[src/hw/rtl/nonce_replay_filter_unit_defines.svh]
// assertion macros for the nonce replay filter
// used by nonce_replay_filter_unit; expects clk and rst in the including scope
`ifndef NONCE_REPLAY_FILTER_UNIT_DEFINES_SVH
`define NONCE_REPLAY_FILTER_UNIT_DEFINES_SVH

`ifndef SYNTHESIS
// same-cycle implication
`define NRF_ASSERT_IMPL(label, ante, cons) \
  label: assert property (@(posedge clk) disable iff (rst) (ante) |-> (cons)) \
    else $error("nrf assertion failed");
// next-cycle implication
`define NRF_ASSERT_NEXT(label, ante, cons) \
  label: assert property (@(posedge clk) disable iff (rst) (ante) |=> (cons)) \
    else $error("nrf assertion failed");
`else
`define NRF_ASSERT_IMPL(label, ante, cons)
`define NRF_ASSERT_NEXT(label, ante, cons)
`endif

`endif

[src/hw/rtl/nrf_pkg.sv]
// constants, types and the nonce trim function of the nonce replay filter
// no dependencies
package nrf_pkg;

  localparam int RING_DEPTH = 32;
  localparam int NONCE_W    = 64;
  localparam int PTR_W      = (RING_DEPTH > 1) ? $clog2(RING_DEPTH) : 1;
  localparam int CNT_W      = $clog2(RING_DEPTH + 1);
  localparam int NBYTES     = 2 * NONCE_W / 8;

  typedef struct packed {
    logic [NONCE_W-1:0] high;
    logic [NONCE_W-1:0] low;
  } nonce_t;

  // clear every byte after the first zero byte, first byte at the top
  function automatic nonce_t trim_nonce(input nonce_t raw);
    logic [2*NONCE_W-1:0] bits;
    logic [2*NONCE_W-1:0] res;
    logic                 ended;
    nonce_t               result;
    bits  = raw;
    res   = '0;
    ended = 1'b0;
    for (int k = 0; k < NBYTES; k++) begin
      if (!ended) begin
        res[2*NONCE_W-1-8*k -: 8] = bits[2*NONCE_W-1-8*k -: 8];
      end
      ended = ended | (bits[2*NONCE_W-1-8*k -: 8] == 8'h00);
    end
    result = res;
    return result;
  endfunction

endpackage

[src/hw/rtl/nrf_in_if.sv]
// valid/ready channel carrying one nonce per transaction
// depends on nrf_pkg
interface nrf_in_if;
  import nrf_pkg::*;

  logic               valid;
  logic               ready;
  logic [NONCE_W-1:0] nonce_high;
  logic [NONCE_W-1:0] nonce_low;

  modport source (output valid, output nonce_high, output nonce_low, input ready);
  modport sink (input valid, input nonce_high, input nonce_low, output ready);
endinterface

[src/hw/rtl/nrf_out_if.sv]
// valid/ready channel carrying one replay verdict per transaction
// no dependencies
interface nrf_out_if;
  logic valid;
  logic ready;
  logic replay_seen;

  modport source (output valid, output replay_seen, input ready);
  modport sink (input valid, input replay_seen, output ready);
endinterface

[src/hw/rtl/nonce_replay_filter_unit.sv]
// nonce replay filter: ring of recent nonces, sequential scan, insert on miss
// depends on nrf_pkg, nrf_in_if, nrf_out_if and nonce_replay_filter_unit_defines.svh
//
//   channel  dir  payload                    meaning
//   req      in   nonce_high, nonce_low      one nonce, zero padded
//   rsp      out  replay_seen                1 = already held, 0 = recorded
//
// a nonce is scanned against the fill_count newest entries by the single-port
// ring read walked one entry per cycle and the shared 128-bit compare behind it;
// a match ends the walk early
// the next nonce is taken in ST_IDLE, entered as the verdict is raised
// reset clears pointer, fill count and handshake state; ring contents are
// never cleared, only the fill_count newest entries are ever compared
// req is accepted only while idle; a finished verdict waits for rsp.ready
// while the next nonce may already be accepted
`include "nonce_replay_filter_unit_defines.svh"

module nonce_replay_filter_unit (
  input logic clk,
  input logic rst,
  nrf_in_if.sink   req,
  nrf_out_if.source rsp
);
  import nrf_pkg::*;

  typedef enum logic [1:0] {
    ST_IDLE,
    ST_SCAN,
    ST_FINISH
  } state_t;

  // control registers
  state_t           state;
  logic [PTR_W-1:0] wp;
  logic [CNT_W-1:0] fill_count;
  logic [CNT_W-1:0] issue_cnt;
  logic             cmp_vld;
  logic             seen;
  logic             out_valid;
  logic             out_seen;

  // payload registers
  nonce_t           nonce;
  nonce_t           rd_data;

  // ring memory
  nonce_t           ring [RING_DEPTH];

  logic             hit;
  logic             seen_now;
  logic             out_free;
  logic             mem_we;
  logic             issue_more;
  logic [CNT_W:0]   scan_sum;
  logic [CNT_W:0]   scan_wrap;
  logic [PTR_W-1:0] scan_addr;
  logic [PTR_W-1:0] wp_next;

  assign req.ready       = (state == ST_IDLE);
  assign rsp.valid       = out_valid;
  assign rsp.replay_seen = out_seen;

  // shared compare of the ring entry read last cycle against the held nonce
  assign hit      = cmp_vld && (rd_data == nonce);
  assign seen_now = seen | hit;
  assign out_free = !out_valid || rsp.ready;
  assign mem_we   = (state == ST_FINISH) && out_free && !seen;
  assign issue_more = (issue_cnt < fill_count);

  // newest-first walk: address = wp - 1 - issue_cnt, modulo ring depth
  always_comb begin
    scan_sum = (CNT_W+1)'(wp) + (CNT_W+1)'(RING_DEPTH - 1) - (CNT_W+1)'(issue_cnt);
    if (scan_sum >= (CNT_W+1)'(RING_DEPTH)) begin
      scan_wrap = scan_sum - (CNT_W+1)'(RING_DEPTH);
    end else begin
      scan_wrap = scan_sum;
    end
    scan_addr = scan_wrap[PTR_W-1:0];
  end

  assign wp_next = (wp == PTR_W'(RING_DEPTH - 1)) ? '0 : wp + PTR_W'(1);

  // ring memory: one write port, one registered read port
  always_ff @(posedge clk) begin
    if (mem_we) begin
      ring[wp] <= nonce;
    end
    rd_data <= ring[scan_addr];
  end

  // sequencer and registered outputs
  always_ff @(posedge clk) begin
    if (rst) begin
      state      <= ST_IDLE;
      wp         <= '0;
      fill_count <= '0;
      issue_cnt  <= '0;
      cmp_vld    <= 1'b0;
      seen       <= 1'b0;
      out_valid  <= 1'b0;
      out_seen   <= 1'b0;
    end else begin
      // drop the verdict once taken, unless a new one replaces it this cycle
      if (out_valid && rsp.ready && (state != ST_FINISH)) begin
        out_valid <= 1'b0;
      end
      unique case (state)
        ST_IDLE: begin
          if (req.valid) begin
            nonce     <= trim_nonce({req.nonce_high, req.nonce_low});
            issue_cnt <= '0;
            cmp_vld   <= 1'b0;
            seen      <= 1'b0;
            state     <= ST_SCAN;
          end
        end
        ST_SCAN: begin
          seen <= seen_now;
          if (hit) begin
            // match found, stop the walk
            cmp_vld <= 1'b0;
            state   <= ST_FINISH;
          end else if (issue_more) begin
            issue_cnt <= issue_cnt + CNT_W'(1);
            cmp_vld   <= 1'b1;
          end else begin
            // last live entry compared, or ring empty
            cmp_vld <= 1'b0;
            state   <= ST_FINISH;
          end
        end
        ST_FINISH: begin
          if (out_free) begin
            out_valid <= 1'b1;
            out_seen  <= seen;
            if (!seen) begin
              // record the new nonce, oldest entry overwritten when full
              wp <= wp_next;
              if (fill_count != CNT_W'(RING_DEPTH)) begin
                fill_count <= fill_count + CNT_W'(1);
              end
            end
            state <= ST_IDLE;
          end
        end
        default: begin
          state <= ST_IDLE;
        end
      endcase
    end
  end

  // checks
  `NRF_ASSERT_IMPL(a_fill_bound, 1'b1, fill_count <= CNT_W'(RING_DEPTH))
  `NRF_ASSERT_NEXT(a_accept_scans, req.valid && req.ready, state == ST_SCAN)
  `NRF_ASSERT_NEXT(a_seen_keeps_ring, (state == ST_FINISH) && out_free && seen, $stable(wp) && $stable(fill_count) && rsp.valid && rsp.replay_seen)
  `NRF_ASSERT_NEXT(a_miss_records, (state == ST_FINISH) && out_free && !seen, wp != $past(wp) || RING_DEPTH == 1)

endmodule

[src/flat_wrapper.sv]
// flat-port wrapper written by rule: the top's interface ports become plain ports
module nonce_replay_filter_unit_flat import nrf_pkg::*;
  (clk, rst, req_valid, req_nonce_high, req_nonce_low, req_ready, rsp_valid, rsp_replay_seen, rsp_ready);
  nrf_in_if req_i ();
  nrf_out_if rsp_i ();
  input logic clk;
  input logic rst;
  input wire logic [$bits(req_i.valid)-1:0] req_valid;
  input wire logic [$bits(req_i.nonce_high)-1:0] req_nonce_high;
  input wire logic [$bits(req_i.nonce_low)-1:0] req_nonce_low;
  output wire logic [$bits(req_i.ready)-1:0] req_ready;
  output wire logic [$bits(rsp_i.valid)-1:0] rsp_valid;
  output wire logic [$bits(rsp_i.replay_seen)-1:0] rsp_replay_seen;
  input wire logic [$bits(rsp_i.ready)-1:0] rsp_ready;
  assign req_i.valid = req_valid;
  assign req_i.nonce_high = req_nonce_high;
  assign req_i.nonce_low = req_nonce_low;
  assign req_ready = req_i.ready;
  assign rsp_valid = rsp_i.valid;
  assign rsp_replay_seen = rsp_i.replay_seen;
  assign rsp_i.ready = rsp_ready;
  nonce_replay_filter_unit u_core (.clk(clk), .rst(rst), .req(req_i), .rsp(rsp_i));
endmodule
[config.mk]
export PLATFORM = sky130hd
export DESIGN_NAME = nonce_replay_filter_unit_flat
export DESIGN_NICKNAME = d
export VERILOG_FILES = /design/src/hw/rtl/nrf_pkg.sv /design/src/hw/rtl/nrf_in_if.sv /design/src/hw/rtl/nrf_out_if.sv /design/src/hw/rtl/nonce_replay_filter_unit.sv /design/src/flat_wrapper.sv
export VERILOG_INCLUDE_DIRS = /design/src /design/src/hw/rtl
export SDC_FILE = /design/constraint.sdc
export NUM_CORES = 2
export LEC_CHECK = 0
export BUFFER_PORTS_ARGS = -buffer_cell sky130_fd_sc_hd__buf_2
export CORE_UTILIZATION = 35
export CTS_CLUSTER_SIZE = 14
export DETAILED_ROUTE_END_ITERATION = 10
export GPL_TIMING_DRIVEN = 1
export SLEW_MARGIN = 20
export SYNTH_ARGS = -nofsm -noshare
export SYNTH_HDL_FRONTEND = slang
export SYNTH_SLANG_ARGS = --single-unit
export TNS_END_PERCENT = 30
[constraint.sdc]
create_clock -name clk -period 16.8 [get_ports clk]
set_clock_uncertainty 0.05 [all_clocks]
set_input_delay 0.84 -clock clk [delete_from_list [all_inputs] [get_ports clk]]
set_output_delay 0.84 -clock clk [all_outputs]
set_load 0.005 [all_outputs]
==> impl_results.md <==
* Pre-antenna DRT Iters at 8
* ANT nets after route at 0
* Initial antenna violation count at 31
* Slew @ Worst Pin at 1.17 ns
* Static Leak at 60.6 nW
* Worst r2r src: u_core.wp[0]
* Top Layer Used: met5
* Die H at 692 µm
* Sequential fraction of the synthesis area at 77.9%
* Routed met3 length at 42,400 µm
* Met2 WL at 222,000 µm
* Hold Violations, Final at 0
* Area Overhead vs Synth at 14.1%
* First-pass GRT wire length at 654,000 µm
* Worst Hold Path EP: u_core.nonce[125]
* Htree depth at 5
* Setup WS post-layout at 10.91 ns
* Mapped cell area at 0.167 mm²
* Post-cts resize count at 0
* Core Footprint at 0.475 mm²
* Number of flops mapped to enable cells by yosys at 4,224
* Design area at 0.190 mm²
* TritonCTS Sinks at 4,375
* Hold Worst Slack at 0.0966 ns
* Port buffer count at 134
* Met1 wire length at 192,000 µm
* Clk network pwr share at 41.8%
* Synth warn at 0
* Post-Syn Instances at 8,359
* Req. time, crit path at 17.57 ns
* Drt initial violations at 11,500
* Max Freq at 170 MHz
* Power per cell area at 120 mW/mm²
* Inst Count DP at 14,600
* Clock latency on the worst-skew pair at 0.98 ns
* Leading cell type in the layout, fill and taps excluded: edfxtp_1
* Min Clock Period, post-route at 5.89 ns
* Reg2reg setup slack at 10.91 ns
* Critical Path AT at 6.66 ns
* Row Count at 253
* Hold path startpoint: req_nonce_high[61]
* Post-DR wirelength/cell at 30.4 µm
* Outcome: completed
* Final non-filler cell total at 15,400
* Synth unique cells at 46
* Vias per cell at 5.56
* Worst vdd ir at 0.0873 mV
* Setup_tns at 0 ns
* Yosys reg bits at 4,375
* TritonCTS buffer count at 423
* Die X-Extent at 692 µm
* WHS Path Cells at 1
* Initial Util at 35.1%
* Remaining DRCs at 0
* Final setup violation count at 0
* Number of global-route vias before repair at 85,600
* Critical path type: flip-flop to flip-flop
* Avg Synthesized Cell Area at 20.0 µm²
* IO Pins at 135
* Post-synth ARST share at 0%
* Switch share at 21.6%
* CTS max path bufs at 4
* Share of cells above drive strength 1 at 23.2%
* Congestion Overflow GR at 0
* Post-DP HPWL at 238,000 µm
* Reg2reg end: u_core.rd_data[117]
* # hold bufs at CTS at 0
* Gp weighted congestion at 0.769
* Placed inst area at 0.176 mm²
* Fin util at 40.1%
* Max Fanout on Critical Path at 66
* Total of max-cap violations at 0
* Vias post-DR at 85,500
* Top FF cell, synth: edfxtp_1
* DIE AREA at 0.479 mm²
* Clk root buf: clkbuf_16
* Layout Nets at 8,912
* Slew headroom at 21.9%
* Int Power at 17.9 mW
* Most frequent cells in the layout: edfxtp_1, nand2_1, mux4_2
* Total track usage at 19.0%
* Tot Pwr at 22.8 mW
* Final wirelength at 468,000 µm
* Sequential share of power at 53.0%
* Path depth of the worst reg2reg path at 11
* Type of origin of the critical path: flip-flop
* Final count of pins violating max slew at 0
* NetSw at 4.95 mW
* Post CTS Setup Buffer Count at 0
* Comb power frac at 5.2%
* Setup slack at placement at 10.42 ns
* CTS clk-pin slew, worst paths at 0.06 ns
* Largest net degree at the start of global routing at 139
* Syn nets at 8,509
* RSZ-0062 raised after global routing: no
* Critical path capture point type: flip-flop
* Fin crit share at 35.1%
* HP Class: input pin to flip-flop
* CTS tree: built
==> kinds of logic after synthesis <==
| kind of cell | share of synthesized area [%] |
|---|---|
| flip-flops | 77.9 |
| AND/OR/NAND/NOR | 5.87 |
| multiplexers | 13.9 |
| buffers and inverters | 1.16 |
| AO/OA/AOI/OAI | 0.693 |
| XOR/XNOR | 0.410 |
| adder cells (fa/ha/maj) | 0.140 |
==> metal layers <==
metal | GRT usage [%] | vias to the layer above
met1 | 26.9 | 46200
li1 | - | 34500
met4 | 4.80 | 14
met5 | 0 | -
met3 | 3.55 | 670
met2 | 30.5 | 4096
==> final cells by class <==
cell class                 instances  area (µm²)
antenna                            7        17.5
inverter                          41         154
sequential                      4375      130000
clock inverter                   194        1940
fill                           41700      284000
multi-input combinational       3505       35300
timing repair buffer             416        3300
clock buffer                     600       11900
tap                             6247        7820
==> Yosys cell counts (5+ instances only) <==
cell          n  area share [%]
a2111o_1     10           0.068
a21oi_1      14           0.042
and2_1       64            0.24
and3_1       62            0.23
buf_1        63            0.14
buf_2       108            0.32
clkbuf_1    267            0.60
dfxtp_1     151             1.8
edfxtp_1   4224              76
ha_1         17            0.13
inv_1        41           0.092
mux2i_1       5           0.030
mux4_2     1024              14
nand2_1    1184             2.7
nand2b_1     54            0.20
nand3_1     648             1.9
nand4_1      21           0.079
nor2_1       54            0.12
nor2b_1      36            0.14
nor3_1        5           0.015
nor4_1       38            0.14
o2111ai_1    16           0.084
o21ai_0     134            0.40
o22ai_1       5           0.019
or4_1         5           0.023
xnor2_1      75            0.39
==> power by group through the flow <==
| stage | Sequential (mW) | Combinational [mW] | Clock [mW] |
|---|---|---|---|
| after global routing | 12.1 | 1.27 | 10.0 |
| after floorplan | 12.3 | 0.695 | 0 |
| after CTS | 12.1 | 1.17 | 9.66 |
| final | 12.1 | 1.19 | 9.54 |
| after global placement | 12.4 | 1.15 | 0 |
| after detailed placement | 12.4 | 1.16 | 0 |
==> state kept, by name, indices dropped and copies added, names as in the netlist <==
name                    flops
u_core.ring              4096
u_core.cmp_vld              1
u_core.rsp.replay_seen      1
u_core.seen                 1
u_core.rsp.valid            1
u_core.nonce              128
u_core.fill_count           6
u_core.wp                   5
u_core.issue_cnt            6
u_core.state                2
u_core.rd_data            128
==> worst max-delay path, cell delays in order, from the launching register on <==
cell and delay (ns):
dfxtp_1 0.51, ha_4 0.19, inv_1 0.05, fa_4 1.29, buf_4 0.79, buf_4 0.80
buf_4 0.88, mux4_2 0.43, nand2_1 0.08, nand3_1 0.10, nand3_1 0.17, o21ai_0 0.10
==> worst max path at each step <==
stage / cells past startpoint / end / from
6_report: 11 / u_core.rd_data[117] / u_core.wp[0]
5_1_grt: 11 / u_core.rd_data[117] / u_core.wp[0]
4_1_cts: 9 / u_core.ring[28][14] / u_core.state[1]
3_5_place_dp: 10 / u_core.ring[28][56] / rsp_ready
3_3_place_gp: 10 / u_core.ring[28][56] / rsp_ready
2_1_floorplan: 5 / u_core.ring[14][0] / rsp_ready
(Power assumes the default switching activity.)
